### src/rtl/fcs_pkg.sv
// Package for the flash command sequencer: request and response types,
// array geometry, command constants and lane address helpers.
// No dependencies.
`timescale 1ns / 1ps

package fcs_pkg;

  localparam int unsigned ARRAY_BYTES  = 131072;
  localparam int unsigned SECTOR_BYTES = 16384;
  localparam int unsigned ADDR_W       = 17;
  localparam int unsigned DATA_W       = 32;
  localparam int unsigned LANES        = 4;
  localparam int unsigned WORDS        = ARRAY_BYTES / LANES;
  localparam int unsigned WORD_W       = $clog2(WORDS);
  localparam int unsigned SECTOR_WORDS = SECTOR_BYTES / LANES;
  localparam int unsigned QUEUE_DEPTH  = 2;
  localparam int unsigned QPTR_W       = $clog2(QUEUE_DEPTH);
  localparam int unsigned QCNT_W       = $clog2(QUEUE_DEPTH + 1);

  localparam logic [ADDR_W-1:0] UNLOCK_ADDR1 = 17'h05555;
  localparam logic [ADDR_W-1:0] UNLOCK_ADDR2 = 17'h02aaa;
  localparam logic [DATA_W-1:0] UNLOCK_DATA1     = 32'h0000_00aa;
  localparam logic [DATA_W-1:0] UNLOCK_DATA2     = 32'h0000_0055;
  localparam logic [DATA_W-1:0] CMD_ERASE        = 32'h0000_0080;
  localparam logic [DATA_W-1:0] CMD_ERASE_CHIP   = 32'h0000_0010;
  localparam logic [DATA_W-1:0] CMD_ERASE_SECTOR = 32'h0000_0030;
  localparam logic [DATA_W-1:0] CMD_PROGRAM      = 32'h0000_00a0;
  localparam logic [7:0]        ERASED_BYTE      = 8'hff;

  localparam logic       REQ_READ     = 1'b0;
  localparam logic       REQ_WRITE    = 1'b1;
  localparam logic [1:0] SIZE_BYTE    = 2'd0;
  localparam logic [1:0] SIZE_HALF    = 2'd1;
  localparam logic [1:0] SIZE_WORD    = 2'd2;
  localparam logic [1:0] SIZE_INVALID = 2'd3;

  typedef struct packed {
    logic              req_type;
    logic [ADDR_W-1:0] address;
    logic [DATA_W-1:0] write_data;
    logic [1:0]        access_size;
  } req_t;

  typedef struct packed {
    logic [DATA_W-1:0] read_data;
    logic              status;
  } rsp_t;

  typedef enum logic [2:0] {
    OP_NONE,
    OP_READ,
    OP_PROG,
    OP_ERASE_CHIP,
    OP_ERASE_SECTOR
  } op_e;

  typedef struct packed {
    op_e               op;
    logic              err;
    logic [ADDR_W-1:0] address;
    logic [DATA_W-1:0] data;
    logic [2:0]        len;
  } entry_t;

  typedef enum logic [2:0] {
    STEP_IDLE     = 3'd0,
    STEP_GOT_AA   = 3'd1,
    STEP_GOT_55   = 3'd2,
    STEP_ARMED    = 3'd3,
    STEP_ERASE_AA = 3'd4,
    STEP_ERASE_55 = 3'd5
  } step_e;

  typedef enum logic [1:0] {
    BK_ERASE,
    BK_IDLE,
    BK_ACCESS
  } bk_state_e;

  typedef struct packed {
    logic clearing;
  } bk_status_t;

  function automatic logic [1:0] lane_offset(logic [ADDR_W-1:0] a, logic [1:0] lane);
    return lane - a[1:0];
  endfunction

  function automatic logic [WORD_W-1:0] lane_word(logic [ADDR_W-1:0] a, logic [1:0] lane);
    logic [31:0] b;
    b = 32'(a) + 32'(lane_offset(a, lane));
    b = b >> 2;
    return b[WORD_W-1:0];
  endfunction

  function automatic logic in_range(logic [31:0] base, logic [31:0] len);
    return (base + len) <= 32'(ARRAY_BYTES);
  endfunction

endpackage

### src/rtl/fcs_queue.sv
// Short register queue between the front end and the back end of the
// flash command sequencer. Uses fcs_pkg.
`timescale 1ns / 1ps

module fcs_queue (
  input  logic            clk_i,
  input  logic            rst_ni,
  input  logic            push_i,
  input  fcs_pkg::entry_t entry_i,
  input  logic            pop_i,
  output fcs_pkg::entry_t head_o,
  output logic            empty_o,
  output logic            full_o
);

  fcs_pkg::entry_t              mem_q [fcs_pkg::QUEUE_DEPTH];
  logic [fcs_pkg::QPTR_W-1:0]   wr_q, wr_d;
  logic [fcs_pkg::QPTR_W-1:0]   rd_q, rd_d;
  logic [fcs_pkg::QCNT_W-1:0]   cnt_q, cnt_d;

  assign head_o  = mem_q[rd_q];
  assign empty_o = (cnt_q == '0);
  assign full_o  = (cnt_q == fcs_pkg::QCNT_W'(fcs_pkg::QUEUE_DEPTH));

  always_comb begin
    wr_d  = wr_q;
    rd_d  = rd_q;
    cnt_d = cnt_q;
    if (push_i) begin
      wr_d = (wr_q == fcs_pkg::QPTR_W'(fcs_pkg::QUEUE_DEPTH - 1)) ? '0
             : wr_q + fcs_pkg::QPTR_W'(1);
    end
    if (pop_i) begin
      rd_d = (rd_q == fcs_pkg::QPTR_W'(fcs_pkg::QUEUE_DEPTH - 1)) ? '0
             : rd_q + fcs_pkg::QPTR_W'(1);
    end
    case ({push_i, pop_i})
      2'b10:   cnt_d = cnt_q + fcs_pkg::QCNT_W'(1);
      2'b01:   cnt_d = cnt_q - fcs_pkg::QCNT_W'(1);
      default: cnt_d = cnt_q;
    endcase
  end

  always_ff @(posedge clk_i) begin
    if (push_i) begin
      mem_q[wr_q] <= entry_i;
    end
  end

  always_ff @(posedge clk_i or negedge rst_ni) begin
    if (!rst_ni) begin
      wr_q  <= '0;
      rd_q  <= '0;
      cnt_q <= '0;
    end else begin
      wr_q  <= wr_d;
      rd_q  <= rd_d;
      cnt_q <= cnt_d;
    end
  end

endmodule

### config.mk
export PLATFORM = sky130hd
export DESIGN_NAME = fcs_queue
export DESIGN_NICKNAME = d
export VERILOG_FILES = /design/src/rtl/fcs_pkg.sv /design/src/rtl/fcs_queue.sv
export SDC_FILE = /design/constraint.sdc
export NUM_CORES = 1
export LEC_CHECK = 0
export ABC_AREA = 1
export BUFFER_PORTS_ARGS = -buffer_cell sky130_fd_sc_hd__buf_4
export CORE_MARGIN = 2
export CORE_UTILIZATION = 35
export CTS_BUF_LIST = sky130_fd_sc_hd__clkbuf_2 sky130_fd_sc_hd__clkbuf_4 sky130_fd_sc_hd__clkbuf_8
export DETAILED_ROUTE_END_ITERATION = 8
export MAX_ROUTING_LAYER = met4
export PLACE_DENSITY = 0.64
export SYNTH_ARGS = -nofsm -noshare
export SYNTH_HDL_FRONTEND = slang
export SYNTH_SLANG_ARGS = --single-unit
### constraint.sdc
create_clock -name clk_i -period 8.8 [get_ports clk_i]
set_input_delay 1.32 -clock clk_i [delete_from_list [all_inputs] [get_ports clk_i]]
set_output_delay 1.32 -clock clk_i [all_outputs]
set_load 0.02 [all_outputs]
==> results of run 1 <==
-- flip-flops by register name, indices dropped and copies added (netlist names) --
signal,cells
mem_q,112
cnt_q,2
rd_q,1
wr_q,1
-- where the power goes --
part | total, mW | switching (mW) | internal [mW]
clock | 0.565 | 0.204 | 0.361
combinational | 0.599 | 0.360 | 0.240
sequential | 0.828 | 0.0932 | 0.735
-- cell type report --
class                      instances  area [um^2]  area share [%]
clock buffer                      22        284.0           4.859
clock inverter                    10        180.2           3.082
inverter                          62        232.7           3.981
multi-input combinational        126        578.1           9.889
sequential                       116         3467           59.31
tap                              168        210.2           3.596
timing repair buffer             119        893.4           15.28
-- cells in the final DEF, fill, tap and decap left out, drive strengths merged, types with 3 or more instances in the layout --
| cell type | n |
|---|---|
| nor2 | 3 |
| inv | 62 |
| nand2 | 61 |
| buf | 119 |
| o21ai | 56 |
| edfxtp | 112 |
| bufinv | 5 |
| clkinv | 3 |
| clkbuf | 22 |
| dfrtp | 4 |
-- stage by stage --
| stage | hold WS (ps) | instance area, um^2 |
|---|---|---|
| after global placement | 480.0 | 5381 |
| after detailed placement | 500.3 | 5381 |
| final | 520.3 | 5846 |
| after global routing | 573.8 | 5846 |
| after floorplan | 463.1 | 4354 |
| after CTS | 522.3 | 5846 |
-- critical path, cell delays in order, from the launching register on --
cell     delay (ps)
dfrtp_4        1020
o21ai_0         270
buf_4           220
-- routing by layer --
layer | up-vias | wire [um]
li1 | 1312 | -
met1 | 1208 | 3354
met2 | 77 | 3919
met3 | 6 | 491
met4 | 0 | 65
met5 | - | 0
-- final timing paths --
check	slack, ps	endpoint	start	cells after the start
max reg2reg	7220	mem_q[1][5]$_DFFE_PP_	wr_q$_DFFE_PN0P_	3
min reg2reg	520	cnt_q[1]$_DFFE_PN0P_	cnt_q[1]$_DFFE_PN0P_	2
min in group asynchronous	680	cnt_q[1]$_DFFE_PN0P_	rst_ni	1
max in group asynchronous	8010	rd_q$_DFFE_PN0P_	rst_ni	1
min	520	cnt_q[1]$_DFFE_PN0P_	cnt_q[1]$_DFFE_PN0P_	2
max	5430	head_o[45]	rd_q$_DFFE_PN0P_	2
-- logic make-up (layout without fill, tap and decap cells) --
group	Yosys count	count (layout)	share of synthesized area, %
flip-flops	116	116	79.54
buffers and inverters	74	213	7.356
AND/OR/NAND/NOR	66	66	5.776
AO/OA/AOI/OAI	56	56	6.437
XOR/XNOR	3	3	0.6036
adder cells (fa/ha/maj)	1	1	0.2873
==> flow_summary.json, run 1 <==
{
  "crit_path_start_kind": "flip-flop",
  "p_leak_nw": 2.476,
  "yosys_warnings": 0,
  "grt.busiest_layer": "met2",
  "final.min_clock_period_ps": 3368,
  "grt_overflow": 0,
  "instances_no_fill": 623,
  "finClkSkew_ps": 9.281,
  "use_met2_pct": 19.96,
  "die_h_um": 115.5,
  "worstMarginPinSlew_ps": 1009,
  "grt_antenna_before_repair": 0,
  "drv_cap": 0,
  "syn_area_per_cell_um2": 13.78,
  "grt_usage_pct": 12.95,
  "routed_wl_um": 7831,
  "worst-endpoint-arrival_ps": 2050,
  "cts_tree": "done",
  "syn_inst": 316,
  "grt_max_degree": 114,
  "relSlewSlack_pct": 32.71,
  "met1_usage_pct": 15.50,
  "crit_type": "reg -> out",
  "grt_use_met3_pct": 4.655,
  "root_buffer": "clkbuf_8",
  "synth_most_common_cell": "edfxtp_1",
  "syn_area_um2": 4354,
  "routabilityCongestion": 0.7052,
  "dpl.hpwl_um": 4877,
  "initialDrtViolationCount": 118,
  "insertion_delay_ps": 410,
  "crit_required_ps": 7480,
  "antenna_cells": 0,
  "cts_setup_buffers": 0,
  "vias": 2603,
  "antenna_left": 0,
  "via_per_inst": 4.178,
  "status": "complete, no violations",
  "synth_nets": 377,
  "ctsResizeCount": 0,
  "dieArea_um2": 13350,
  "cts_buffer_depth": 2,
  "synth_area_leaders": "edfxtp_1 77%, o21ai_0 6.4%, inv_1 5.3%",
  "yosys_register_bits": 116,
  "core_area_um2": 12060,
  "grt_pass1_vias": 2646,
  "portBuffers": 117,
  "setup_viol": 0,
  "vdd_drop_max_v": 0.0002468,
  "fillers": 1086,
  "yosysTopAreaCell": "edfxtp_1",
  "die-width_um": 115.5,
  "setup_tns_ps": 0,
  "synthArstFlopShare_pct": 3.448,
  "slew_violations": 0,
  "yosysUniqueCellTypes": 15,
  "io_pins": 118,
  "synthTopCellsByCount": "112 x edfxtp_1, 62 x inv_1, 61 x nand2_1",
  "routedWlPerCell_um": 12.57,
  "place_ws_ps": 5839,
  "cp_max_fo": 113,
  "worst_setup_path_end_kind": "output pin",
  "yosysSeqAreaShare_pct": 79.54,
  "fin_util_pct": 48.46,
  "nets": 503,
  "hold_violations": 0,
  "synth_edf_count": 112,
  "drive_gt1_share_pct": 33.85,
  "cts.clk_slew.worst_paths_ps": 70,
  "period_share_pct": 38.27,
  "htreeDepth": 4,
  "cts_buffers": 17,
  "rows": 40,
  "route.detailed.drc": 0,
  "min_path_type": "reg -> reg",
  "cts.sinks": 116,
  "rsz0062_at_grt": "false",
  "grt_pass1_wl_um": 12460,
  "area_growth_syn_to_layout_pct": 34.25,
  "fmax_mhz": 296.9,
  "worst_slack_ps": 5432,
  "ys.flop_type": "edfxtp_1",
  "p_total_mw": 1.992,
  "drt_pre_antenna_iters": 2,
  "p_per_area_nw_per_um2": 340.8,
  "initial_utilization_pct": 36.10,
  "numPlacedInstances": 591,
  "synth_top_area_share_pct": 77.24,
  "cts_hold_buf": 0
}
No activity file was read; power rests on OpenSTA's default activity.
==> inputs of run 2 (changes only) <==
--- a/config.mk
+++ b/config.mk
@@ -12,7 +12,7 @@
 export CTS_BUF_LIST = sky130_fd_sc_hd__clkbuf_2 sky130_fd_sc_hd__clkbuf_4 sky130_fd_sc_hd__clkbuf_8
 export DETAILED_ROUTE_END_ITERATION = 8
 export MAX_ROUTING_LAYER = met4
-export PLACE_DENSITY = 0.64
+export PLACE_DENSITY = 0.66
 export SYNTH_ARGS = -nofsm -noshare
 export SYNTH_HDL_FRONTEND = slang
 export SYNTH_SLANG_ARGS = --single-unit
==> constraint.sdc (replaced) <==
create_clock -name clk_i -period 2.8 [get_ports clk_i]
set_input_delay 0.42 -clock clk_i [delete_from_list [all_inputs] [get_ports clk_i]]
set_output_delay 0.42 -clock clk_i [all_outputs]
set_load 0.02 [all_outputs]
==> run 2 against run 1 <==
Via count rose by 1.7%. Sequential power rose to 3.0 times the previous value. Setup slack got worse by 5000 ps. Largest power group unchanged. Highest routed layer unchanged.
==> flow_summary.json, run 2 (same netlist as run 1, synthesis figures left out) <==
{
  "status": "complete, no violations",
  "vdd_drop_max_v": 0.0004449,
  "sequentialPowerShare_pct": 39.8,
  "vias": 2648,
  "clock_power_share_pct": 27.6,
  "numPlacedInstances": 593,
  "cts_buffer_depth": 2,
  "crit_chain": "buf_4 > nand2_1 > o21ai_0 > buf_4",
  "period_share_pct": 83.60,
  "instances_no_fill": 627,
  "slew_violations": 0,
  "cpMostUsedCell": "buf_4",
  "cp.depth": 4,
  "cts_tree": "done",
  "cts_hold_buf": 1,
  "root_buffer": "clkbuf_8",
  "grt_pass1_vias": 2607,
  "crit_slowest_cell": "dfrtp_4",
  "place_ws_ps": 872.9,
  "rows": 40,
  "grt_pass1_wl_um": 12360,
  "largestRegisters": "mem_q (112), cnt_q (2)",
  "dieArea_um2": 13350,
  "grt_overflow": 0,
  "hold-path-cell-count": 1,
  "swShare_pct": 32.91,
  "p_int_mw": 4.204,
  "ff_latch_area_um2": 3467,
  "grt_antenna_before_repair": 1,
  "finClkSkew_ps": 11.44,
  "area_growth_syn_to_layout_pct": 35.26,
  "htreeDepth": 4,
  "worst-endpoint-arrival_ps": 1920,
  "reg2regPathDepth": 3,
  "insertion_delay_ps": 420,
  "largest_reg_flops": 112,
  "min_path_type": "in -> reg",
  "final.min_clock_period_ps": 2341,
  "nets": 506,
  "drv_cap": 0,
  "routabilityCongestion": 0.7009,
  "critPathBufInv": 2,
  "multiInputGateArea_um2": 578.1,
  "hold_violations": 0,
  "setup_tns_ps": 0,
  "grt_usage_pct": 12.90,
  "p_comb_share_pct": 32.7,
  "route.detailed.drc": 0,
  "p_per_area_nw_per_um2": 1064,
  "relSlewSlack_pct": 63.12,
  "fillers": 1071,
  "setup_viol": 0,
  "cts.sinks": 116,
  "drive_gt1_share_pct": 34.06,
  "drt_pre_antenna_iters": 4,
  "io_pins": 118,
  "layout_commonest_cell": "buf_4",
  "p_leak_nw": 2.493,
  "cts_setup_buffers": 0,
  "cp_max_fo": 50,
  "crit_required_ps": 2380,
  "routedWlPerCell_um": 12.67,
  "cts.clk_slew.worst_paths_ps": 70,
  "die-width_um": 115.5,
  "portBuffers": 117,
  "crit_type": "reg -> out",
  "fmax_mhz": 427.2,
  "worst_setup_path_end_kind": "output pin",
  "crit_path_start_kind": "flip-flop",
  "slowest_delay_ps": 720,
  "largest-register": "mem_q",
  "worstMarginPinSlew_ps": 552.4,
  "routed_wl_um": 7941,
  "core_area_um2": 12060,
  "critPathTopFamily": "flip-flops",
  "final_cell_mix": "119 x buf_4, 112 x edfxtp_1, 61 x inv_1, 61 x nand2_1, 56 x o21ai_0",
  "cts_buffers": 17,
  "rsz0062_at_grt": "false",
  "switching_power_mw": 2.062,
  "dpl.hpwl_um": 5243,
  "initialDrtViolationCount": 120,
  "via_per_inst": 4.223,
  "initial_utilization_pct": 36.10,
  "antenna_left": 0,
  "worst_slack_ps": 459.1,
  "grt_max_degree": 57,
  "ctsResizeCount": 0,
  "die_h_um": 115.5
}
==> run 2: cell types whose count changed in the layout (fill, tap and decap cells not counted), sizes merged <==
cell         delta
clkinv          +1
clkbuf          -1
diode           +1
buf             +2
dlygate4sd3     +1
==> run 2: worst paths after layout <==
path / end / slack, ps / from
setup / recovery: head_o[13] / 460 / rd_q$_DFFE_PN0P_
hold / removal: mem_q[1][30]$_DFFE_PP_ / 190 / entry_i[30]
setup reg to reg: mem_q[1][48]$_DFFE_PP_ / 1240 / wr_q$_DFFE_PN0P_
hold reg to reg: cnt_q[1]$_DFFE_PN0P_ / 520 / cnt_q[1]$_DFFE_PN0P_
max in group asynchronous: rd_q$_DFFE_PN0P_ / 2360 / rst_ni
min in group asynchronous: rd_q$_DFFE_PN0P_ / 330 / rst_ni
==> run 2: area by class of cell <==
class | count | share of cell area (%)
tap | 168 | 3.569
sequential | 116 | 58.87
antenna | 1 | 0.04249
clock buffer | 21 | 4.589
timing repair buffer | 122 | 16.02
inverter | 62 | 3.952
multi-input combinational | 126 | 9.815
clock inverter | 11 | 3.144
==> run 2: worst reg2reg max path, stage by stage, from the launching register on <==
cell and delay (ps):
dfrtp_1 420, nand2_1 90, inv_2 410, buf_12 310
==> run 2: per-stage QoR <==
stage	instance area [um^2]	total power, mW	util, %	hold WS [ps]
3_5_place_dp	5421	4.617	44.95	222.3
5_1_grt	5889	6.628	48.83	139.9
3_3_place_gp	5421	4.575	44.95	218.1
4_1_cts	5887	6.361	48.81	155.2
6_report	5889	6.266	48.83	186.9
2_1_floorplan	4357	3.710	-	124.4
==> run 2: power by group through the flow <==
stage	logic, mW	registers (mW)	clock network, mW
final	2.05	2.49	1.73
after global routing	2.23	2.54	1.85
after CTS	2.09	2.50	1.77
after detailed placement	2.08	2.53	0
after global placement	2.05	2.52	0
after floorplan	1.28	2.43	0
==> run 2: metal layers <==
| layer | vias to the layer above | wire, um | share of wire [%] | track usage, % |
|---|---|---|---|---|
| met5 | - | 0 | 0 | - |
| met4 | 0 | 39 | 0.49 | 4.578 |
| met3 | 5 | 606 | 7.6 | 6.224 |
| met2 | 77 | 3928 | 49 | 20.31 |
| met1 | 1247 | 3367 | 42 | 14.31 |
| li1 | 1319 | - | - | - |
