`src/rtl/fcs_pkg.sv`:
```
// Package for the flash command sequencer: request and response types,
// array geometry, command constants and lane address helpers.
// No dependencies.
`timescale 1ns / 1ps

package fcs_pkg;

  localparam int unsigned ARRAY_BYTES  = 131072;
  localparam int unsigned SECTOR_BYTES = 16384;
  localparam int unsigned ADDR_W       = 17;
  localparam int unsigned DATA_W       = 32;
  localparam int unsigned LANES        = 4;
  localparam int unsigned WORDS        = ARRAY_BYTES / LANES;
  localparam int unsigned WORD_W       = $clog2(WORDS);
  localparam int unsigned SECTOR_WORDS = SECTOR_BYTES / LANES;
  localparam int unsigned QUEUE_DEPTH  = 2;
  localparam int unsigned QPTR_W       = $clog2(QUEUE_DEPTH);
  localparam int unsigned QCNT_W       = $clog2(QUEUE_DEPTH + 1);

  localparam logic [ADDR_W-1:0] UNLOCK_ADDR1 = 17'h05555;
  localparam logic [ADDR_W-1:0] UNLOCK_ADDR2 = 17'h02aaa;
  localparam logic [DATA_W-1:0] UNLOCK_DATA1     = 32'h0000_00aa;
  localparam logic [DATA_W-1:0] UNLOCK_DATA2     = 32'h0000_0055;
  localparam logic [DATA_W-1:0] CMD_ERASE        = 32'h0000_0080;
  localparam logic [DATA_W-1:0] CMD_ERASE_CHIP   = 32'h0000_0010;
  localparam logic [DATA_W-1:0] CMD_ERASE_SECTOR = 32'h0000_0030;
  localparam logic [DATA_W-1:0] CMD_PROGRAM      = 32'h0000_00a0;
  localparam logic [7:0]        ERASED_BYTE      = 8'hff;

  localparam logic       REQ_READ     = 1'b0;
  localparam logic       REQ_WRITE    = 1'b1;
  localparam logic [1:0] SIZE_BYTE    = 2'd0;
  localparam logic [1:0] SIZE_HALF    = 2'd1;
  localparam logic [1:0] SIZE_WORD    = 2'd2;
  localparam logic [1:0] SIZE_INVALID = 2'd3;

  typedef struct packed {
    logic              req_type;
    logic [ADDR_W-1:0] address;
    logic [DATA_W-1:0] write_data;
    logic [1:0]        access_size;
  } req_t;

  typedef struct packed {
    logic [DATA_W-1:0] read_data;
    logic              status;
  } rsp_t;

  typedef enum logic [2:0] {
    OP_NONE,
    OP_READ,
    OP_PROG,
    OP_ERASE_CHIP,
    OP_ERASE_SECTOR
  } op_e;

  typedef struct packed {
    op_e               op;
    logic              err;
    logic [ADDR_W-1:0] address;
    logic [DATA_W-1:0] data;
    logic [2:0]        len;
  } entry_t;

  typedef enum logic [2:0] {
    STEP_IDLE     = 3'd0,
    STEP_GOT_AA   = 3'd1,
    STEP_GOT_55   = 3'd2,
    STEP_ARMED    = 3'd3,
    STEP_ERASE_AA = 3'd4,
    STEP_ERASE_55 = 3'd5
  } step_e;

  typedef enum logic [1:0] {
    BK_ERASE,
    BK_IDLE,
    BK_ACCESS
  } bk_state_e;

  typedef struct packed {
    logic clearing;
  } bk_status_t;

  function automatic logic [1:0] lane_offset(logic [ADDR_W-1:0] a, logic [1:0] lane);
    return lane - a[1:0];
  endfunction

  function automatic logic [WORD_W-1:0] lane_word(logic [ADDR_W-1:0] a, logic [1:0] lane);
    logic [31:0] b;
    b = 32'(a) + 32'(lane_offset(a, lane));
    b = b >> 2;
    return b[WORD_W-1:0];
  endfunction

  function automatic logic in_range(logic [31:0] base, logic [31:0] len);
    return (base + len) <= 32'(ARRAY_BYTES);
  endfunction

endpackage

```
`src/rtl/fcs_front.sv`:
```
// Front end of the flash command sequencer: tracks the unlock and command
// sequence and classifies each transaction into a queue entry. Uses fcs_pkg.
`timescale 1ns / 1ps

module fcs_front (
  input  logic           clk_i,
  input  logic           rst_ni,
  input  logic           accept_i,
  input  fcs_pkg::req_t  req_i,
  output fcs_pkg::entry_t entry_o
);

  fcs_pkg::step_e step_q, step_d;
  logic           pend_q, pend_d;

  logic [31:0]    data_m;
  logic [2:0]     len;
  logic           size_ok;
  logic           rng_ok;
  logic           sect_ok;
  logic [31:0]    sect_base;

  fcs_pkg::op_e   op_c;
  logic           err_c;
  fcs_pkg::step_e tgt_c;
  logic           pend_c;

  always_comb begin
    size_ok = 1'b1;
    len     = 3'd0;
    data_m  = req_i.write_data;
    case (req_i.access_size)
      fcs_pkg::SIZE_BYTE: begin
        len    = 3'd1;
        data_m = req_i.write_data & 32'h0000_00ff;
      end
      fcs_pkg::SIZE_HALF: begin
        len    = 3'd2;
        data_m = req_i.write_data & 32'h0000_ffff;
      end
      fcs_pkg::SIZE_WORD: begin
        len = 3'd4;
      end
      default: begin
        size_ok = 1'b0;
      end
    endcase
  end

  assign rng_ok    = fcs_pkg::in_range(32'(req_i.address), 32'(len));
  assign sect_base = 32'(req_i.address) & ~32'(fcs_pkg::SECTOR_BYTES - 1);
  assign sect_ok   = fcs_pkg::in_range(sect_base, 32'(fcs_pkg::SECTOR_BYTES));

  always_comb begin
    op_c   = fcs_pkg::OP_NONE;
    err_c  = 1'b0;
    tgt_c  = step_q;
    pend_c = pend_q;
    if (!size_ok) begin
      err_c = 1'b1;
    end else if (req_i.req_type == fcs_pkg::REQ_READ) begin
      if ((step_q != fcs_pkg::STEP_IDLE) || !rng_ok) begin
        err_c = 1'b1;
      end else begin
        op_c = fcs_pkg::OP_READ;
      end
    end else begin
      case (step_q)
        fcs_pkg::STEP_IDLE, fcs_pkg::STEP_ARMED: begin
          if ((step_q == fcs_pkg::STEP_ARMED) && pend_q) begin
            if (!rng_ok) begin
              err_c = 1'b1;
            end else begin
              op_c  = fcs_pkg::OP_PROG;
              tgt_c = fcs_pkg::STEP_IDLE;
            end
          end else if ((req_i.address == fcs_pkg::UNLOCK_ADDR1) &&
                       (data_m == fcs_pkg::UNLOCK_DATA1)) begin
            tgt_c = (step_q == fcs_pkg::STEP_IDLE) ? fcs_pkg::STEP_GOT_AA
                                                   : fcs_pkg::STEP_ERASE_AA;
          end else begin
            err_c = 1'b1;
          end
        end
        fcs_pkg::STEP_GOT_AA, fcs_pkg::STEP_ERASE_AA: begin
          if ((req_i.address == fcs_pkg::UNLOCK_ADDR2) &&
              (data_m == fcs_pkg::UNLOCK_DATA2)) begin
            tgt_c = (step_q == fcs_pkg::STEP_GOT_AA) ? fcs_pkg::STEP_GOT_55
                                                     : fcs_pkg::STEP_ERASE_55;
          end else begin
            err_c = 1'b1;
          end
        end
        fcs_pkg::STEP_GOT_55: begin
          if ((req_i.address == fcs_pkg::UNLOCK_ADDR1) &&
              (data_m inside {fcs_pkg::CMD_ERASE, fcs_pkg::CMD_PROGRAM})) begin
            pend_c = (data_m == fcs_pkg::CMD_PROGRAM);
            tgt_c  = fcs_pkg::STEP_ARMED;
          end else begin
            err_c = 1'b1;
          end
        end
        fcs_pkg::STEP_ERASE_55: begin
          if ((data_m == fcs_pkg::CMD_ERASE_CHIP) &&
              (req_i.address == fcs_pkg::UNLOCK_ADDR1)) begin
            op_c  = fcs_pkg::OP_ERASE_CHIP;
            tgt_c = fcs_pkg::STEP_IDLE;
          end else if (data_m == fcs_pkg::CMD_ERASE_SECTOR) begin
            if (!sect_ok) begin
              err_c = 1'b1;
            end else begin
              op_c  = fcs_pkg::OP_ERASE_SECTOR;
              tgt_c = fcs_pkg::STEP_IDLE;
            end
          end else begin
            err_c = 1'b1;
          end
        end
        default: begin
          err_c = 1'b1;
        end
      endcase
    end
  end

  always_comb begin
    step_d = step_q;
    pend_d = pend_q;
    if (accept_i) begin
      if (err_c) begin
        step_d = fcs_pkg::STEP_IDLE;
      end else begin
        step_d = tgt_c;
        pend_d = pend_c;
      end
    end
  end

  always_comb begin
    entry_o.op      = op_c;
    entry_o.err     = err_c;
    entry_o.address = req_i.address;
    entry_o.data    = data_m;
    entry_o.len     = len;
  end

  always_ff @(posedge clk_i or negedge rst_ni) begin
    if (!rst_ni) begin
      step_q <= fcs_pkg::STEP_IDLE;
      pend_q <= 1'b0;
    end else begin
      step_q <= step_d;
      pend_q <= pend_d;
    end
  end

endmodule

```
`config.mk`:
```
export PLATFORM = sky130hd
export DESIGN_NAME = fcs_front
export DESIGN_NICKNAME = d
export VERILOG_FILES = /design/src/rtl/fcs_pkg.sv /design/src/rtl/fcs_front.sv
export SDC_FILE = /design/constraint.sdc
export NUM_CORES = 1
export LEC_CHECK = 0
export ABC_AREA = 1
export ABC_CLOCK_PERIOD_IN_PS = 3290
export BUFFER_PORTS_ARGS = -buffer_cell sky130_fd_sc_hd__buf_2
export CAP_MARGIN = 20
export CORE_AREA = 2 2 70 72
export DETAILED_ROUTE_END_ITERATION = 10
export DIE_AREA = 0 0 72 74
export HOLD_SLACK_MARGIN = 0.02
export PLACE_DENSITY_LB_ADDON = 0.1
export SYNTH_ARGS = -nofsm -noshare
export SYNTH_HDL_FRONTEND = slang
export SYNTH_SLANG_ARGS = --single-unit
```
`constraint.sdc`:
```
create_clock -name clk_i -period 3.29 [get_ports clk_i]
set_clock_uncertainty 0.1 [all_clocks]
set_input_delay 0.658 -clock clk_i [delete_from_list [all_inputs] [get_ports clk_i]]
set_output_delay 0.658 -clock clk_i [all_outputs]
set_load 0.01 [all_outputs]
```
==> flow_metrics.env, run 1 <==
export IMPL_wl_per_cell_microns=11.1
export IMPL_rsz0062_at_grt="true"
export IMPL_antenna_found_initial=0
export IMPL_min_period_over_period_pct=103
export IMPL_synth_edff_count=0
export IMPL_synth_cell_types=31
export IMPL_grt_max_degree=17
export IMPL_grt_pass1_vias=2160
export IMPL_synthFlopType="dfrtp_1"
export IMPL_cts_root_buffer="clkbuf_8"
export IMPL_drt_iter0_drc=92
export IMPL_synth_area_sq_um=1770
export IMPL_crit_type="in2out"
export IMPL_fin_crit_ns=3.38
export IMPL_grt_pass1_wl_microns=9150
export IMPL_worstPathRequired_ns=2.53
export IMPL_ir_drop_v=0.000133
export IMPL_p_comb_share_pct=68.5
export IMPL_slew_viol_final=0
export IMPL_dp_hpwl_microns=4760
export IMPL_worstPathCellList="buf_12 > nor2_4 > ha_4 > fa_2 > nor2_1 > o21ai_1 > nor2_1 > nand3_1 > nor2_1 > nand2_1 > nor2_1 > nand2_1 > nand2_2 > nand2_2 > nand2_1 > nand2_1 > nand2_2 > nand2_1 > buf_2"
export IMPL_fillers=504
export IMPL_yosys_register_bits=4
export IMPL_cts_hold_buf=0
export IMPL_routed_wl_microns=5530
export IMPL_synthTopCellsByArea="nand2_1 19%, inv_1 14%, buf_4 11%"
export IMPL_synthMuxAreaShare_pct=0
export IMPL_gp_congestion=0.918
export IMPL_diodes=0
export IMPL_synthSimpleGateAreaFrac_pct=59.7
export IMPL_synthToLayoutAreaGrowth_pct=36.2
export IMPL_finalHoldViolations=0
export IMPL_maxClockFrequency_mhz=296
export IMPL_maxCapViolations=0
export IMPL_p_leak_nw=1.45
export IMPL_fin_ws_ns=-0.0858
export IMPL_p_total_mw=0.552
export IMPL_violations="setup timing"
export IMPL_clk_latency_ns=0.21
export IMPL_synth_top_family_by_area="simple AND/OR/NAND/NOR gates"
export IMPL_post_route_util_pct=52.5
export IMPL_crit_path_max_fanout=5
export IMPL_p_int_mw=0.293
export IMPL_seqCellArea_sq_um=100
export IMPL_cts_buffer_depth=2
export IMPL_synthArstFlopShare_pct=100
export IMPL_netlist_instances=345
export IMPL_synth_compound_area_share_pct=4.80
export IMPL_clk_pin_slew_worst_paths_ns=0.03
export IMPL_p_sw_mw=0.259
export IMPL_yosysMostFrequentCell="nand2_1"
export IMPL_die_h_microns=74
export IMPL_rr_endpoint="step_q[2]"
export IMPL_route_detailed_drc=0
export IMPL_clkPwrFrac_pct=18.3
export IMPL_cts_tree="built"
export IMPL_powerDensity_nw_per_um2=229
export IMPL_tightestPinTransition_ns=0.370
export IMPL_synth_xor_area_share_pct=0
export IMPL_synth_top_area_share_pct=19.3
export IMPL_synth_area_leader_cell="nand2_1"
export IMPL_p_sw_share_pct=46.9
export IMPL_final_antenna_net_count=0
export IMPL_cp_top_family="simple AND/OR/NAND/NOR gates"
export IMPL_dr_pass1_iters=4
export IMPL_status="complete, but fails checks"
export IMPL_cts_buffers_inserted=3
export IMPL_synth_fp_nets=404
export IMPL_critPathMaxStageDelay_ns=0.42
export IMPL_synthAdderAreaFrac_pct=3.25
export IMPL_crit_top_cell="nand2_1"
export IMPL_grt_overflow_total=0
export IMPL_end_kind="output pin"
export IMPL_die_area_sq_um=5330
export IMPL_io_buffers=110
export IMPL_dr_total_vias=2390
export IMPL_path_buf_inv=2
export IMPL_core_sq_um=4600
export IMPL_max_slew_margin_pct=75.1
export IMPL_yosysSeqAreaShare_pct=5.65
export IMPL_reg2regPathDepth=11
export IMPL_cts_sinks=4
export IMPL_placementRows=25
export IMPL_start_util_pct=38.5
export IMPL_drive_above_1_share_pct=36.3
export IMPL_p_seq_share_pct=13.2
export IMPL_setup_violations=3
export IMPL_layout_nets=505
export IMPL_grt_total_usage_pct=20.7
export IMPL_startpoint_type="input port"
export IMPL_io_pin_count=111
export IMPL_r2r_setup_slack_ns=1.34
export IMPL_hold_class="in2async"
export IMPL_dieWidth_microns=72
export IMPL_yosys_top_cells_count="91 x nand2_1, 64 x inv_1, 48 x nor2_1"
export IMPL_yosys_warnings=0
export IMPL_vias_per_cell=4.80
export IMPL_syn_avg_cell_area_sq_um=5.14
export IMPL_multi_input_area_sq_um=1270
export IMPL_rr_startpoint="step_q[2]"
export IMPL_worst_ep_arrival_time_ns=2.62
export IMPL_htreeDepth=1
export IMPL_critPathSlowestCell="fa_2"
layout by cell type, fill, tap and decap left out:
cell,n
a21oi_1,1
a22oi_1,1
a41oi_1,2
buf_12,1
buf_2,108
buf_4,14
buf_6,1
clkbuf_8,3
dfrtp_1,4
fa_2,1
ha_1,1
ha_4,2
inv_1,64
inv_2,3
nand2_1,88
nand2_2,11
nand2_4,2
nand3_1,33
nand3_2,1
nand3_4,1
nand3b_1,2
nand4_1,13
nor2_1,46
nor2_2,4
nor2_4,6
nor3_1,11
nor4_1,8
nor4b_1,1
o21a_2,1
o21ai_0,2
o21ai_1,4
o21ai_2,1
o31ai_1,1
or2_1,1
or3b_2,1
power groups by stage:
stage	registers [mW]	clock network (mW)	logic, mW
floorplan	0.0688	0	0.259
global placement	0.0727	0	0.370
detailed placement	0.0719	0	0.371
CTS	0.0722	0.104	0.378
global route	0.0737	0.106	0.427
finish	0.0729	0.101	0.378
final cells by class:
type,instances,share of cell area [%]
tap,54,2.80
timing repair buffer,124,28.1
multi-input combinational,246,52.9
sequential,4,4.15
inverter,67,10.4
clock buffer,3,1.71
registers in the layout (all words and copies together), names as in the netlist:
register / cells
step_q: 3
pend_q: 1
worst max path at each step:
stage	cells after the start	end	start
6_report	19	entry_o[52]	req_i[1]
2_1_floorplan	20	entry_o[52]	req_i[1]
4_1_cts	19	entry_o[52]	req_i[1]
3_5_place_dp	21	entry_o[52]	req_i[1]
3_3_place_gp	21	entry_o[52]	req_i[1]
5_1_grt	19	entry_o[52]	req_i[1]
per-layer routing:
metal  global-route usage, %  up-vias  part of all wire (%)
met1                    25.5     1033                    42
met3                    1.63        5                   6.3
li1                        -     1267                     -
met5                       0        -                     0
met4                    3.14        0                  0.87
met2                    39.9       85                    51
per-stage QoR:
step | cells | hold WS (ns) | setup TNS (ns) | setup WS (ns) | instance area [sq um]
after detailed placement | 492 | 0.364 | -0.378 | -0.169 | 2310
after floorplan | 345 | 0.262 | -0.0613 | -0.0613 | 1830
after global routing | 498 | 0.145 | -0.782 | -0.291 | 2410
final | 498 | 0.139 | -0.140 | -0.0858 | 2410
after global placement | 492 | 0.363 | -0.429 | -0.178 | 2310
after CTS | 498 | 0.137 | -0.196 | -0.103 | 2400
cell families (layout without fill, tap and decap cells):
logic type,Yosys count,after routing
adder cells (fa/ha/maj),4,4
buffers and inverters,96,194
AND/OR/NAND/NOR,228,229
flip-flops,4,4
AO/OA/AOI/OAI,13,13
repair_timing:
action / in CTS / in global routing
endpoints found under the setup margin: 3 / 3
setup buffers: 2 / 0
cloned: 1 / 0
pin swaps: 11 / 3
resized for setup: 8 / 2
(Power assumes the default switching activity.)
==> run 2, diff against run 1 <==
- PLACE_DENSITY: default -> 0.77
- PLACE_DENSITY_LB_ADDON: 0.1 -> default
==> run 2 against run 1 <==
The flow still finishes with violations (setup timing). Clock power hardly changed. Maximum frequency is 1.8% higher. Design area is 1.2% lower. Final cell count is 0.60% lower. Flip-flop and latch count stayed put. Critical path type unchanged. Critical path depth is 3 higher. First-iteration DRC count is 15% higher. Total power is 0.50% lower.
==> flow_metrics.env, run 2 (synthesis gave the netlist of run 1 again) <==
export IMPL_crit_path_max_fanout=4
export IMPL_rr_endpoint="step_q[0]"
export IMPL_p_leak_nw=1.42
export IMPL_status="complete, but fails checks"
export IMPL_die_area_sq_um=5330
export IMPL_final_antenna_net_count=0
export IMPL_final_common_cell="buf_2"
export IMPL_critPathMaxStageDelay_ns=0.15
export IMPL_cts_buffer_depth=2
export IMPL_reg2regPathDepth=11
export IMPL_crit_top_cell="nand2_1"
export IMPL_start_util_pct=38.5
export IMPL_grt_pass1_vias=2138
export IMPL_holdWs_ns=0.138
export IMPL_layout_nets=502
export IMPL_violations="setup timing"
export IMPL_largest_register_ffs=3
export IMPL_cts_sinks=4
export IMPL_clk_pin_slew_worst_paths_ns=0.03
export IMPL_maxClockFrequency_mhz=302
export IMPL_worstPathCellList="buf_8 > nor2_4 > ha_4 > buf_4 > buf_4 > nand2_1 > nand2_2 > nand2_2 > buf_4 > o21ai_2 > nand2_1 > nor2_2 > nand2_1 > nor2_1 > nand2_1 > nand2_2 > nand2_2 > nand2_1 > nand2_1 > nand2_2 > nand2_1 > buf_2"
export IMPL_tightestPinTransition_ns=0.385
export IMPL_startpoint_type="input port"
export IMPL_regMostFlops="step_q"
export IMPL_diodes=0
export IMPL_dieWidth_microns=72
export IMPL_io_pin_count=111
export IMPL_fillers=499
export IMPL_use_met2_pct=36.8
export IMPL_synthToLayoutAreaGrowth_pct=34.5
export IMPL_largest_registers="step_q (3), pend_q (1)"
export IMPL_worst_ep_arrival_time_ns=2.56
export IMPL_rsz0062_at_grt="true"
export IMPL_grt_most_used_layer="met2"
export IMPL_dr_total_vias=2373
export IMPL_p_total_mw=0.550
export IMPL_multi_input_area_sq_um=1260
export IMPL_placementRows=25
export IMPL_wl_per_cell_microns=10.6
export IMPL_cts_hold_buf=0
export IMPL_routed_wl_microns=5250
export IMPL_gp_congestion=0.892
export IMPL_rr_startpoint="step_q[2]"
export IMPL_route_detailed_drc=0
export IMPL_clk_latency_ns=0.21
export IMPL_fin_ws_ns=-0.0255
export IMPL_core_sq_um=4600
export IMPL_endpoint="entry_o[52]"
export IMPL_grt_total_usage_pct=19.6
export IMPL_crit_type="in2out"
export IMPL_die_h_microns=74
export IMPL_setup_violations=1
export IMPL_critPathSlowestCell="ha_4"
export IMPL_dp_hpwl_microns=4550
export IMPL_worstPathRequired_ns=2.53
export IMPL_max_slew_margin_pct=74.0
export IMPL_startpoint="req_i[0]"
export IMPL_hold_class="in2async"
export IMPL_antenna_found_initial=0
export IMPL_htreeDepth=1
export IMPL_drt_iter0_drc=106
export IMPL_cts_buffers_inserted=3
export IMPL_min_period_over_period_pct=101
export IMPL_grt_max_degree=17
export IMPL_seqCellArea_sq_um=100
export IMPL_finalHoldViolations=0
export IMPL_r2r_setup_slack_ns=1.33
export IMPL_ir_drop_v=0.000126
export IMPL_use_met3_pct=1.08
export IMPL_dr_pass1_iters=4
export IMPL_cts_tree="built"
export IMPL_maxCapViolations=0
export IMPL_met1_usage_pct=24.7
export IMPL_end_kind="output pin"
export IMPL_grt_overflow_total=0
export IMPL_cts_root_buffer="clkbuf_8"
export IMPL_io_buffers=110
export IMPL_fin_crit_ns=3.32
export IMPL_drive_above_1_share_pct=36.1
export IMPL_slew_viol_final=0
export IMPL_vias_per_cell=4.79
export IMPL_placed_area_sq_um=2290
export IMPL_powerDensity_nw_per_um2=231
export IMPL_fin_area_sq_um=2380
export IMPL_layout_common_cells="108 x buf_2, 88 x nand2_1, 64 x inv_1"
export IMPL_grt_pass1_wl_microns=8710
==> run 2: cell count changes in the layout (fill, tap and decap cells not counted), sizes merged <==
cell and delta:
buf -2, nand2 -1
==> run 2: report_power, final <==
part | internal (mW) | switching (mW) | total (mW)
clock network | 0.0780 | 0.0252 | 0.103
registers | 0.0592 | 0.0135 | 0.0726
logic | 0.153 | 0.221 | 0.374
total | 0.290 | 0.259 | 0.550
==> run 2: cell type report <==
class | instances | share of cell area [%]
Multi-Input combinational cell | 245 | 52.9
Clock buffer | 3 | 1.73
Sequential cell | 4 | 4.20
Inverter | 67 | 10.6
Tap cell | 54 | 2.84
Timing Repair Buffer | 122 | 27.7
==> run 2: worst min-delay path by stage <==
stage,slack (ns),to,startpoint
final,0.14,step_q[2],rst_ni
after global routing,0.15,step_q[2],rst_ni
after floorplan,0.26,pend_q,rst_ni
after CTS,0.14,step_q[1],rst_ni
after global placement,0.36,step_q[0],rst_ni
after detailed placement,0.36,step_q[2],rst_ni
==> run 2: routing by layer <==
metal	part of all wire [%]	up-vias
met5	0	-
met4	1.1	0
met3	5.4	8
met2	51	85
met1	43	1023
li1	-	1257
==> run 2: repair_timing <==
item,in CTS,in global routing
gates resized for setup,7,2
pin swaps,8,5
endpoints found under the setup margin,3,3
setup buffers,0,2
==> run 2: stage by stage <==
stage,cells,utilization (%),TNS (ns),worst slack (ns)
5_1_grt,495,51.8,-0.650,-0.261
3_3_place_gp,490,49.9,-0.0827,-0.0630
2_1_floorplan,345,-,-0.0613,-0.0613
3_5_place_dp,490,49.9,-0.177,-0.106
6_report,495,51.8,-0.0255,-0.0255
4_1_cts,493,51.3,-0.0489,-0.0489
==> run 2: worst max-delay path, delay by kind of cell <==
kind	cells	cell delay, ns
and+or+nand+nor	15	1.06
buffers and inverters	5	0.57
adders and majority gates	1	0.15
AOI/OAI and AO/OA	1	0.11
==> run 3, diff against run 2 <==
- ABC_CLOCK_PERIOD_IN_PS: 3290 -> 2700
- clock period: 3.29 -> 2.7 ns (I/O delays scaled with it)
==> run 3 against run 2 <==
The run still ends with setup timing left. Final cell count is 2.8% higher. Wire length is 2.7% higher. Sequential power is 22% higher. Critical endpoint is now entry_o[54].
==> flow_metrics.env, run 3 (synthesis gave the netlist of run 1 again) <==
export IMPL_pre_cts_ws_ns=-0.487
export IMPL_powerDensity_nw_per_um2=276
export IMPL_status="complete, but fails checks"
export IMPL_route_detailed_drc=0
export IMPL_fin_ws_ns=-0.482
export IMPL_io_pin_count=111
export IMPL_p_seq_share_pct=12.9
export IMPL_critPathSlowestCell="fa_2"
export IMPL_synthToLayoutAreaGrowth_pct=40.5
export IMPL_crit_type="in2out"
export IMPL_dr_total_vias=2437
export IMPL_violations="setup timing"
export IMPL_cts_root_buffer="clkbuf_8"
export IMPL_wl_per_cell_microns=10.6
export IMPL_start_util_pct=38.5
export IMPL_p_int_mw=0.369
export IMPL_setup_violations=4
export IMPL_cts_sinks=4
export IMPL_die_h_microns=74
export IMPL_placementRows=25
export IMPL_io_buffers=110
export IMPL_hold_class="reg2reg"
export IMPL_finalHoldViolations=0
export IMPL_cts_tree="built"
export IMPL_p_total_mw=0.688
export IMPL_cts_buffer_depth=2
export IMPL_fin_crit_ns=3.18
export IMPL_grt_max_degree=18
export IMPL_max_slew_margin_pct=75.3
export IMPL_rsz0062_at_grt="true"
export IMPL_largest_registers="step_q (3), pend_q (1)"
export IMPL_slew_viol_final=0
export IMPL_crit_path_max_fanout=4
export IMPL_ir_drop_v=0.000164
export IMPL_critPathMaxStageDelay_ns=0.43
export IMPL_maxCapViolations=0
export IMPL_drive_above_1_share_pct=38.0
export IMPL_layout_nets=516
export IMPL_p_leak_nw=1.49
export IMPL_r2r_setup_slack_ns=0.70
export IMPL_dr_pass1_iters=4
export IMPL_dieWidth_microns=72
export IMPL_htreeDepth=1
export IMPL_grt_pass1_vias=2126
export IMPL_drt_iter0_drc=97
export IMPL_diodes=0
export IMPL_routed_wl_microns=5380
export IMPL_p_sw_mw=0.320
export IMPL_die_area_sq_um=5330
export IMPL_p_comb_share_pct=69.2
export IMPL_largest_register_ffs=3
export IMPL_final_common_cell="buf_2"
export IMPL_min_period_over_period_pct=118
export IMPL_worstPathRequired_ns=2.06
export IMPL_grt_overflow_total=0
export IMPL_p_sw_share_pct=46.4
export IMPL_regMostFlops="step_q"
export IMPL_cts_buffers_inserted=3
export IMPL_startpoint_type="input port"
export IMPL_gp_congestion=0.899
export IMPL_dp_hpwl_microns=4570
export IMPL_crit_top_cell="nor2_1"
export IMPL_grt_pass1_wl_microns=8470
export IMPL_clk_latency_ns=0.21
export IMPL_maxClockFrequency_mhz=314
export IMPL_tightestPinTransition_ns=0.366
export IMPL_post_route_util_pct=54.1
export IMPL_worst_ep_arrival_time_ns=2.54
export IMPL_grt_total_usage_pct=18.9
export IMPL_core_sq_um=4600
export IMPL_antenna_found_initial=0
export IMPL_end_kind="output pin"
export IMPL_layout_common_cells="108 x buf_2, 88 x nand2_1, 64 x inv_1"
export IMPL_clk_pin_slew_worst_paths_ns=0.03
export IMPL_vias_per_cell=4.79
export IMPL_clkPwrFrac_pct=17.9
export IMPL_worstPathCellList="buf_8 > nor2_4 > ha_4 > fa_2 > nor2_1 > o21ai_1 > nor2_1 > nand3_1 > nor2_1 > nand2_1 > nor2_1 > nand2_1 > nand2_2 > nand2_2 > buf_4 > a21oi_2 > buf_2"
export IMPL_final_antenna_net_count=0
[run 3: worst paths after layout]
path | depth (start not counted) | from | endpoint
min in group asynchronous | 2 | rst_ni | step_q[2]
min reg2reg | 2 | pend_q | pend_q
max reg2reg | 11 | step_q[2] | step_q[0]
min | 2 | pend_q | pend_q
max | 17 | req_i[1] | entry_o[54]
max in group asynchronous | 2 | rst_ni | step_q[1]
[run 3: repair_timing]
item / CTS / global route
hold buffers: 1 / 0
endpoints found under the setup margin: 4 / 7
pin swaps: 7 / 1
resized for setup: 8 / 1
buffers inserted: 1 / 3
endpoints found under the hold margin: 2 / 0
[run 3: layer usage]
metal  track usage [%]  part of all wire (%)  vias to the layer above
met5                 0                     0                        -
met1              23.5                    44                     1058
li1                  -                     -                     1283
met4              4.61                   1.2                        0
met3             0.271                   4.8                        8
met2              36.3                    50                       88
[run 3: cell type report]
type / count / area [sq um]
Fill cell: 458 / 2110
Multi-Input combinational cell: 245 / 1260
Timing Repair Buffer: 136 / 764
Inverter: 67 / 251
Sequential cell: 4 / 100
Tap cell: 54 / 67.6
Clock buffer: 3 / 41.3
[run 3: worst max-delay path, delay by kind of cell]
kind	cells	cell delay [ns]
AND/OR/NAND/NOR	10	0.86
adder cells (fa/ha/maj)	2	0.58
buffers and inverters	3	0.39
AO/OA/AOI/OAI	2	0.16
[run 3: power by group through the flow]
| stage | logic (mW) | registers (mW) | clock network, mW |
|---|---|---|---|
| 6_report | 0.476 | 0.0888 | 0.123 |
| 3_5_place_dp | 0.461 | 0.0883 | 0 |
| 3_3_place_gp | 0.453 | 0.0881 | 0 |
| 4_1_cts | 0.472 | 0.0888 | 0.128 |
| 2_1_floorplan | 0.316 | 0.0838 | 0 |
| 5_1_grt | 0.531 | 0.0896 | 0.132 |
[run 3: through the flow]
stage | setup TNS [ns] | hold WS [ns] | cells | instance area [sq um]
detailed placement | -1.81 | 0.247 | 501 | 2380
floorplan | -1.01 | 0.144 | 345 | 1830
global route | -2.39 | 0.467 | 509 | 2490
global placement | -1.35 | 0.244 | 501 | 2380
CTS | -1.32 | 0.432 | 506 | 2460
finish | -1.53 | 0.442 | 509 | 2490
